## src/rtl/gpg_pkg.sv

```systemverilog
// shared types, constants and register codes of the gradient palette generator
package gpg_pkg;

	localparam int ADDR_W  = 4;
	localparam int DATA_W  = 32;
	localparam int CH_W    = 6;
	localparam int NUM_CH  = 3;
	localparam int COLOR_W = NUM_CH * CH_W;
	localparam int IDX_W   = 8;
	localparam int WT_W    = 9;
	localparam int SUM_W   = 14;
	localparam int RECIP_W = 10;
	localparam int RECIP_SH = 16;
	localparam int Q_W     = 7;
	localparam int DIV_W   = 8;
	localparam int PROD_W  = SUM_W + RECIP_W;
	localparam int REM_W   = Q_W + DIV_W;

	// register indexes
	localparam logic [1:0] REG_MODE   = 2'd0;
	localparam logic [1:0] REG_START  = 2'd1;
	localparam logic [1:0] REG_MIDDLE = 2'd2;
	localparam logic [1:0] REG_FINISH = 2'd3;

	// ramp modes
	localparam logic [1:0] MODE_SINGLE = 2'd0;
	localparam logic [1:0] MODE_MIRROR = 2'd1;
	localparam logic [1:0] MODE_CYCLE  = 2'd2;

	localparam logic [COLOR_W-1:0] START_RESET  = '0;
	localparam logic [COLOR_W-1:0] MIDDLE_RESET = '0;
	localparam logic [COLOR_W-1:0] FINISH_RESET = '1;

	// divisor selection
	typedef logic [1:0] div_sel_t;
	localparam div_sel_t DIV_255 = 2'd0;
	localparam div_sel_t DIV_128 = 2'd1;
	localparam div_sel_t DIV_85  = 2'd2;

	// index [2] red, [1] green, [0] blue, matching the packed register layout
	typedef logic [NUM_CH-1:0][CH_W-1:0] rgb_t;

	typedef struct packed {
		logic [1:0] mode;
		rgb_t       start;
		rgb_t       middle;
		rgb_t       finish;
	} cfg_t;

	typedef struct packed {
		logic [WT_W-1:0] wa;
		logic [WT_W-1:0] wb;
		rgb_t            a;
		rgb_t            b;
		div_sel_t        div;
	} blend_req_t;

	typedef struct packed {
		logic [NUM_CH-1:0][SUM_W-1:0] sum;
		div_sel_t                     div;
	} blend_sum_t;

	// reciprocal scaled by 2^16, rounded down so the estimate never overshoots
	function automatic logic [RECIP_W-1:0] recip_of(div_sel_t d);
		logic [RECIP_W-1:0] r;
		begin
			case (d)
				DIV_128: r = 10'd512;
				DIV_85:  r = 10'd771;
				default: r = 10'd257;
			endcase
			return r;
		end
	endfunction

	function automatic logic [DIV_W-1:0] divisor_of(div_sel_t d);
		logic [DIV_W-1:0] v;
		begin
			case (d)
				DIV_128: v = 8'd128;
				DIV_85:  v = 8'd85;
				default: v = 8'd255;
			endcase
			return v;
		end
	endfunction

endpackage

```

## src/rtl/gradient_palette_generator.sv

```systemverilog
// top level of the gradient palette generator
//
//   channel  | handshake          | payload
//   ---------+--------------------+--------------------------------
//   input    | in_valid, in_stall | entry_index
//   output   | out_valid, out_stall | red, green, blue
//   config   | psel, penable, pwrite, pready | paddr, pwdata, prdata
//
// one item per cycle sustained while out_stall stays low
// stages: weight decode, weighted sum, reciprocal multiply, remainder correction
// arst_n clears all valid bits and loads the register reset values
// a stall holds each full stage up to the first empty one; empty stages keep filling, nothing is dropped
module gradient_palette_generator
	import gpg_pkg::*;
(
	input  logic              clk,
	input  logic              arst_n,
	input  logic              psel,
	input  logic              penable,
	input  logic              pwrite,
	input  logic [ADDR_W-1:0] paddr,
	input  logic [DATA_W-1:0] pwdata,
	output logic [DATA_W-1:0] prdata,
	output logic              pready,
	input  logic              in_valid,
	output logic              in_stall,
	input  logic [IDX_W-1:0]  entry_index,
	output logic              out_valid,
	input  logic              out_stall,
	output logic [CH_W-1:0]   red,
	output logic [CH_W-1:0]   green,
	output logic [CH_W-1:0]   blue
);

	cfg_t       cfg;
	logic       valid_s1;
	logic       stall_s1;
	blend_req_t req_s1;
	logic       valid_s2;
	logic       stall_s2;
	blend_sum_t sum_s2;
	rgb_t       level;

	gpg_regs u_regs (
		.clk     (clk),
		.arst_n  (arst_n),
		.psel    (psel),
		.penable (penable),
		.pwrite  (pwrite),
		.paddr   (paddr),
		.pwdata  (pwdata),
		.prdata  (prdata),
		.pready  (pready),
		.cfg     (cfg)
	);

	gpg_weight u_weight (
		.clk         (clk),
		.arst_n      (arst_n),
		.cfg         (cfg),
		.in_valid    (in_valid),
		.in_stall    (in_stall),
		.entry_index (entry_index),
		.valid_s1    (valid_s1),
		.stall_s1    (stall_s1),
		.req_s1      (req_s1)
	);

	gpg_blend u_blend (
		.clk      (clk),
		.arst_n   (arst_n),
		.valid_s1 (valid_s1),
		.stall_s1 (stall_s1),
		.req_s1   (req_s1),
		.valid_s2 (valid_s2),
		.stall_s2 (stall_s2),
		.sum_s2   (sum_s2)
	);

	gpg_divide u_divide (
		.clk       (clk),
		.arst_n    (arst_n),
		.valid_s2  (valid_s2),
		.stall_s2  (stall_s2),
		.sum_s2    (sum_s2),
		.out_valid (out_valid),
		.out_stall (out_stall),
		.level     (level)
	);

	assign red   = level[2];
	assign green = level[1];
	assign blue  = level[0];

endmodule

```

## src/rtl/gpg_regs.sv

```systemverilog
// configuration registers behind the apb-style port
module gpg_regs
	import gpg_pkg::*;
(
	input  logic              clk,
	input  logic              arst_n,
	input  logic              psel,
	input  logic              penable,
	input  logic              pwrite,
	input  logic [ADDR_W-1:0] paddr,
	input  logic [DATA_W-1:0] pwdata,
	output logic [DATA_W-1:0] prdata,
	output logic              pready,
	output cfg_t              cfg
);

	logic [1:0]         mode_q;
	logic [COLOR_W-1:0] start_q;
	logic [COLOR_W-1:0] middle_q;
	logic [COLOR_W-1:0] finish_q;
	logic               wr_en;
	logic [1:0]         reg_idx;

	assign pready  = 1'b1;
	assign wr_en   = psel & penable & pwrite;
	assign reg_idx = paddr[3:2];

	always_ff @(posedge clk or negedge arst_n) begin
		if (!arst_n) begin
			mode_q   <= MODE_SINGLE;
			start_q  <= START_RESET;
			middle_q <= MIDDLE_RESET;
			finish_q <= FINISH_RESET;
		end else if (wr_en) begin
			unique case (reg_idx)
				REG_MODE:   mode_q   <= pwdata[1:0];
				REG_START:  start_q  <= pwdata[COLOR_W-1:0];
				REG_MIDDLE: middle_q <= pwdata[COLOR_W-1:0];
				REG_FINISH: finish_q <= pwdata[COLOR_W-1:0];
			endcase
		end
	end

	always_comb begin
		unique case (reg_idx)
			REG_MODE:   prdata = {{(DATA_W-2){1'b0}}, mode_q};
			REG_START:  prdata = {{(DATA_W-COLOR_W){1'b0}}, start_q};
			REG_MIDDLE: prdata = {{(DATA_W-COLOR_W){1'b0}}, middle_q};
			REG_FINISH: prdata = {{(DATA_W-COLOR_W){1'b0}}, finish_q};
		endcase
	end

	assign cfg.mode   = mode_q;
	assign cfg.start  = rgb_t'(start_q);
	assign cfg.middle = rgb_t'(middle_q);
	assign cfg.finish = rgb_t'(finish_q);

endmodule

```

## src/rtl/gpg_weight.sv

```systemverilog
// stage 1: segment decode, blend weights and endpoint colors
module gpg_weight
	import gpg_pkg::*;
(
	input  logic             clk,
	input  logic             arst_n,
	input  cfg_t             cfg,
	input  logic             in_valid,
	output logic             in_stall,
	input  logic [IDX_W-1:0] entry_index,
	output logic             valid_s1,
	input  logic             stall_s1,
	output blend_req_t       req_s1
);

	blend_req_t      req;
	logic [WT_W-1:0] idx;
	logic [WT_W-1:0] k_mirror;
	logic [WT_W-1:0] k_mid;
	logic [WT_W-1:0] k_last;

	assign idx      = {1'b0, entry_index};
	assign k_mirror = idx - 9'd127;
	assign k_mid    = idx - 9'd85;
	assign k_last   = idx - 9'd170;

	always_comb begin
		req.wa  = idx;
		req.wb  = 9'd256 - idx;
		req.a   = cfg.start;
		req.b   = cfg.finish;
		req.div = DIV_255;
		case (cfg.mode)
			MODE_MIRROR: begin
				req.div = DIV_128;
				if (idx <= 9'd128) begin
					req.wa = idx;
					req.wb = 9'd128 - idx;
					req.a  = cfg.finish;
					req.b  = cfg.start;
				end else begin
					req.wa = k_mirror;
					req.wb = 9'd128 - k_mirror;
					req.a  = cfg.start;
					req.b  = cfg.finish;
				end
			end
			MODE_CYCLE: begin
				req.div = DIV_85;
				if (idx <= 9'd85) begin
					req.wa = idx;
					req.wb = 9'd86 - idx;
					req.a  = cfg.middle;
					req.b  = cfg.start;
				end else if (idx <= 9'd170) begin
					req.wa = k_mid;
					req.wb = 9'd86 - k_mid;
					req.a  = cfg.finish;
					req.b  = cfg.middle;
				end else begin
					req.wa = k_last;
					req.wb = 9'd86 - k_last;
					req.a  = cfg.start;
					req.b  = cfg.finish;
				end
			end
			default: ;
		endcase
		// entry zero is black
		if (entry_index == '0) begin
			req.wa = '0;
			req.wb = '0;
		end
	end

	assign in_stall = valid_s1 & stall_s1;

	always_ff @(posedge clk or negedge arst_n) begin
		if (!arst_n) begin
			valid_s1 <= 1'b0;
		end else if (!in_stall) begin
			valid_s1 <= in_valid;
		end
	end

	always_ff @(posedge clk) begin
		if (!in_stall && in_valid) begin
			req_s1 <= req;
		end
	end

endmodule

```

## src/rtl/gpg_blend.sv

```systemverilog
// stage 2: weighted sum of the two endpoint levels per channel
module gpg_blend
	import gpg_pkg::*;
(
	input  logic       clk,
	input  logic       arst_n,
	input  logic       valid_s1,
	output logic       stall_s1,
	input  blend_req_t req_s1,
	output logic       valid_s2,
	input  logic       stall_s2,
	output blend_sum_t sum_s2
);

	blend_sum_t                          sum;
	logic [NUM_CH-1:0][WT_W+CH_W-1:0]    prod_a;
	logic [NUM_CH-1:0][WT_W+CH_W-1:0]    prod_b;
	logic [NUM_CH-1:0][WT_W+CH_W:0]      total;

	always_comb begin
		for (int ch = 0; ch < NUM_CH; ch++) begin
			prod_a[ch]  = {{CH_W{1'b0}}, req_s1.wa} * {{WT_W{1'b0}}, req_s1.a[ch]};
			prod_b[ch]  = {{CH_W{1'b0}}, req_s1.wb} * {{WT_W{1'b0}}, req_s1.b[ch]};
			total[ch]   = {1'b0, prod_a[ch]} + {1'b0, prod_b[ch]};
			sum.sum[ch] = total[ch][SUM_W-1:0];
		end
		sum.div = req_s1.div;
	end

	assign stall_s1 = valid_s2 & stall_s2;

	always_ff @(posedge clk or negedge arst_n) begin
		if (!arst_n) begin
			valid_s2 <= 1'b0;
		end else if (!stall_s1) begin
			valid_s2 <= valid_s1;
		end
	end

	always_ff @(posedge clk) begin
		if (!stall_s1 && valid_s1) begin
			sum_s2 <= sum;
		end
	end

endmodule

```

## src/rtl/gpg_divide.sv

```systemverilog
// stages 3 and 4: reciprocal multiply, then remainder correction into the output register
module gpg_divide
	import gpg_pkg::*;
(
	input  logic       clk,
	input  logic       arst_n,
	input  logic       valid_s2,
	output logic       stall_s2,
	input  blend_sum_t sum_s2,
	output logic       out_valid,
	input  logic       out_stall,
	output rgb_t       level
);

	logic [NUM_CH-1:0][PROD_W-1:0] prod;
	logic [RECIP_W-1:0]            recip;
	logic                          valid_s3;
	logic                          stall_s3;
	blend_sum_t                    sum_s3;
	logic [NUM_CH-1:0][Q_W-1:0]    q_s3;
	logic [DIV_W-1:0]              divisor;
	logic [NUM_CH-1:0][REM_W-1:0]  rem;
	logic [NUM_CH-1:0][Q_W-1:0]    q_fix;
	rgb_t                          level_fix;
	logic                          valid_s4;
	rgb_t                          level_s4;

	assign recip = recip_of(sum_s2.div);

	always_comb begin
		for (int ch = 0; ch < NUM_CH; ch++) begin
			prod[ch] = {{RECIP_W{1'b0}}, sum_s2.sum[ch]} * {{SUM_W{1'b0}}, recip};
		end
	end

	assign stall_s3 = valid_s4 & out_stall;
	assign stall_s2 = valid_s3 & stall_s3;

	always_ff @(posedge clk or negedge arst_n) begin
		if (!arst_n) begin
			valid_s3 <= 1'b0;
		end else if (!stall_s2) begin
			valid_s3 <= valid_s2;
		end
	end

	always_ff @(posedge clk) begin
		if (!stall_s2 && valid_s2) begin
			sum_s3 <= sum_s2;
			for (int ch = 0; ch < NUM_CH; ch++) begin
				q_s3[ch] <= prod[ch][RECIP_SH +: Q_W];
			end
		end
	end

	// the estimate is the quotient or one below it
	assign divisor = divisor_of(sum_s3.div);

	always_comb begin
		for (int ch = 0; ch < NUM_CH; ch++) begin
			rem[ch] = {{(REM_W-SUM_W){1'b0}}, sum_s3.sum[ch]}
				- ({{DIV_W{1'b0}}, q_s3[ch]} * {{Q_W{1'b0}}, divisor});
			if (rem[ch] >= {{Q_W{1'b0}}, divisor}) begin
				q_fix[ch] = q_s3[ch] + 7'd1;
			end else begin
				q_fix[ch] = q_s3[ch];
			end
			level_fix[ch] = q_fix[ch][CH_W-1:0];
		end
	end

	always_ff @(posedge clk or negedge arst_n) begin
		if (!arst_n) begin
			valid_s4 <= 1'b0;
		end else if (!stall_s3) begin
			valid_s4 <= valid_s3;
		end
	end

	always_ff @(posedge clk) begin
		if (!stall_s3 && valid_s3) begin
			level_s4 <= level_fix;
		end
	end

	assign out_valid = valid_s4;
	assign level     = level_s4;

endmodule

```

## config.mk

```make
export PLATFORM = sky130hd
export DESIGN_NAME = gradient_palette_generator
export DESIGN_NICKNAME = d
export VERILOG_FILES = /design/src/rtl/gpg_pkg.sv /design/src/rtl/gradient_palette_generator.sv /design/src/rtl/gpg_regs.sv /design/src/rtl/gpg_weight.sv /design/src/rtl/gpg_blend.sv /design/src/rtl/gpg_divide.sv
export SDC_FILE = /design/constraint.sdc
export NUM_CORES = 2
export LEC_CHECK = 0
export BUFFER_PORTS_ARGS = -buffer_cell sky130_fd_sc_hd__clkbuf_2
export CAP_MARGIN = 20
export CELL_PAD_IN_SITES_DETAIL_PLACEMENT = 1
export CELL_PAD_IN_SITES_GLOBAL_PLACEMENT = 2
export CORE_MARGIN = 4
export CORE_UTILIZATION = 40
export DETAILED_ROUTE_END_ITERATION = 12
export HOLD_SLACK_MARGIN = 0.03
export PLACE_DENSITY = 0.81
export SYNTH_ARGS = -nofsm -noshare
export SYNTH_HDL_FRONTEND = slang
export SYNTH_SLANG_ARGS = --single-unit
export TNS_END_PERCENT = 1
```

## constraint.sdc

```tcl
create_clock -name clk -period 7.74 [get_ports clk]
set_input_delay 0.387 -clock clk [delete_from_list [all_inputs] [get_ports clk]]
set_output_delay 0.387 -clock clk [all_outputs]
set_load 0.03 [all_outputs]
```

==> flow_metrics.env <==
export IMPL_wl_um=81000
export IMPL_timing_rr_start="u_divide.sum_s3[1]$_DFFE_PP_"
export IMPL_synth_seq_cells=242
export IMPL_mostFrequentLayoutCell="inv_1"
export IMPL_num_fill_cells=9362
export IMPL_path_clk_slew_ps=50
export IMPL_ys_async_sr_fraction_pct=24.79
export IMPL_cts_tree="done"
export IMPL_fin_tns_setup_ps=0
export IMPL_start_util_pct=40.62
export IMPL_grt_pass1_wl_um=136600
export IMPL_row_count=105
export IMPL_antenna_cells=0
export IMPL_htreeDepth=2
export IMPL_synth_edf_count=182
export IMPL_post_drt_wl_per_cell_um=17.77
export IMPL_crit_slowest_cell="ha_1"
export IMPL_grt_pass1_vias=26320
export IMPL_dpl_hpwl_um=64350
export IMPL_finalHoldViolations=0
export IMPL_antenna_found_initial=0
export IMPL_crit_family="adder cells"
export IMPL_cts_buffer_depth=3
export IMPL_die_area_um2=88490
export IMPL_drt_pre_antenna_iters=5
export IMPL_maxSlewViolCount=0
export IMPL_grt_max_degree=66
export IMPL_syn_area_um2=33520
export IMPL_crit_cells=22
export IMPL_post_cts_buffers=0
export IMPL_gp_congestion=0.8032
export IMPL_min_path_type="input pin to register"
export IMPL_rsz0062_at_grt="false"
export IMPL_grt_use_total_pct=18.69
export IMPL_core_area_um2=82500
export IMPL_crit_chain="ha_1 > nand2_1 > fa_1 > inv_1 > ha_1 > inv_1 > fa_1 > inv_1 > fa_1 > inv_1 > ha_1 > o211a_1 > o21ai_0 > nand2_1 > xor2_1 > ha_1 > a221oi_1 > o2111ai_1 > a211oi_1 > and4b_1 > nand4_1 > mux2_2"
export IMPL_cts_root_buffer="clkbuf_16"
export IMPL_required_ps=8020
export IMPL_startpoint_type="register"
export IMPL_maxCapViolations=0
export IMPL_yosysSeqAreaShare_pct=20.85
export IMPL_syn_avg_cell_area_um2=9.673
export IMPL_criticalPathCategory="register to register"
export IMPL_cp_buffers_inverters=4
export IMPL_io_pins=104
export IMPL_route_detailed_drc=0
export IMPL_crit_arrival_ps=7000
export IMPL_cts_sinks=242
export IMPL_fin_skew_ps=31.58
export IMPL_syn_to_final_growth_pct=7.578
export IMPL_crit_path_max_incr_delay_ps=860
export IMPL_via_count=23810
export IMPL_ys_types=83
export IMPL_holdCritStartpoint="out_stall"
export IMPL_worstPathMaxFanout=22
export IMPL_worstMarginPinSlew_ps=1082
export IMPL_ys_flop_type="edfxtp_1"
export IMPL_viasPerCell=5.223
export IMPL_yosysWarnings=0
export IMPL_first_iter_violations=1130
export IMPL_maxSlewHeadroom_pct=27.65
export IMPL_outcome="finished, final reports clean"
export IMPL_grt_ovfl_total=0
export IMPL_final_cell_mix="593 x inv_1, 509 x ha_1, 351 x fa_1"
export IMPL_syn_inst=3465
export IMPL_setup_viol=0
export IMPL_antenna_left=0
export IMPL_cts_made_buffers=35
export IMPL_cp_end_kind="register"
export IMPL_insertion_delay_ps=550
export IMPL_rr_worst_depth=22
export IMPL_nets=4376
export IMPL_io_buffer_count=72
export IMPL_die_h_um=297.5
export IMPL_drive_above_1_share_pct=7.913
export IMPL_max_freq_ghz=0.1489
export IMPL_hold_depth=2
export IMPL_startpoint="u_divide.sum_s3[1]$_DFFE_PP_"
export IMPL_fin_crit_sh_pct=86.75
export IMPL_die_x_um=297.5
export IMPL_fin_crit_ps=6715
## flip-flops by register name, summed over array words and instances (netlist names)
name,flops
u_regs.middle_q,18
u_divide.level,18
u_regs.finish_q,18
u_regs.mode_q,2
u_blend.valid_s2,1
u_weight.valid_s1,1
u_divide.out_valid,1
u_divide.q_s3,21
u_divide.valid_s3,1
u_weight.req_s1,55
u_divide.sum_s3,44
u_blend.sum_s2,44
u_regs.start_q,18
## path summary, 6_finish.rpt
path	to	slack (ps)
worst max-delay path	u_divide.level[1]$_DFFE_PP_	1030
worst min-delay path	u_divide.out_valid$_DFFE_PN0N_	90
worst max register to register	u_divide.level[1]$_DFFE_PP_	1030
worst min register to register	u_divide.out_valid$_DFFE_PN0N_	470
max in group asynchronous	u_weight.valid_s1$_DFFE_PN0N_	6590
min in group asynchronous	u_regs.start_q[10]$_DFFE_PN0P_	570
## synthesized netlist by cell type (all sizes together) (4+ instances only)
cell type  count  area [um2]
o31a           8       71.32
nand3         19       100.1
clkbuf       118       444.2
nand2        297        1115
o21bai        18       135.1
nand4         23       143.9
or2            5       31.28
a2111oi        4       53.81
nand2b        33       206.5
edfxtp       182        5465
a211o          6       52.55
nor3          25       130.1
nor2b        113       706.9
o21ai         99       495.5
mux2          77       870.8
a21oi        102       510.5
o22ai          4       38.79
ha           510        6381
and2         174        1089
mux2i          6       60.06
xnor2        135        1190
o21a          21       157.7
dfrtp         42        1051
inv          594        2230
a31oi         12       75.07
a21boi         4       30.03
o31ai          5       37.54
and3          17       107.6
xor2          30       262.8
o211ai         9       67.56
dfstp         18       473.0
a22o          54       473.0
a211oi        14       105.1
a22oi         38       285.3
fa           351        7027
o221ai        36       315.3
or3            8       55.05
a21o          38       285.3
nor2         129       489.2
buf           31       181.4
a221oi         7       61.31
## layout make-up
class                           instances  area, um2  share of cell area, %
Tap cell                             1070       1339                  3.713
Sequential cell                       242       6989                  19.38
Clock buffer                           40      957.2                  2.655
Clock inverter                         21      220.2                 0.6107
Timing Repair Buffer                   98      573.1                  1.589
Multi-Input combinational cell       2492      23750                  65.85
Inverter                              595       2233                  6.194
## metal layers
metal  up-vias  global-route usage, %  share of wire, %
met5         -                      0                 0
met4         0                  3.796               1.7
met3        77                  1.868               2.3
met2       253                  33.41                50
met1     12030                  24.65                46
li1      11450                      -                 -
## metrics by stage
| step | cells | util (%) | setup WS, ps | hold slack (ps) | cell area, um2 |
|---|---|---|---|---|---|
| final | 4558 | 43.70 | 1025 | 94.75 | 36060 |
| after global routing | 4558 | 43.70 | 509.7 | 84.93 | 36060 |
| after CTS | 4557 | 43.68 | 938.6 | 63.39 | 36040 |
| after detailed placement | 4494 | 42.23 | 902.8 | 464.9 | 34840 |
| after global placement | 4494 | 42.23 | 977.5 | 451.6 | 34840 |
| after floorplan | 3478 | - | 1286 | 91.41 | 33570 |
## logic make-up (layout without fill, tap and decap cells)
kind of cell	after synthesis	count (layout)	share of synthesized area, %
buf+inv	744	754	8.530
other cells	2	15	0.02241
fa+ha+maj	861	861	40.00
xor+xnor	165	165	4.334
simple gates	857	857	12.78
flops	242	242	20.85
compound gates	509	509	10.57
mux	85	85	2.912
## what timing repair did
action	CTS	global route
endpoints found under the hold margin	14	0
resized for setup	0	0
hold buffers	2	0
setup endpoints to repair	0	0
## worst reg2reg max path, cell delays in order, from the launching register on
cell and delay [ps]:
edfxtp_1 380, ha_1 860, nand2_1 150, fa_1 520, inv_1 90, ha_1 300, inv_1 50, fa_1 530
inv_1 50, fa_1 520, inv_1 40, ha_1 340, o211a_1 200, o21ai_0 330, nand2_1 110, xor2_1 150
ha_1 310, a221oi_1 280, o2111ai_1 140, a211oi_1 230, and4b_1 240, nand4_1 280, mux2_2 370
Power is not shown: default switching activity piles up to over one toggle a cycle in this logic, so the estimate is an artifact.
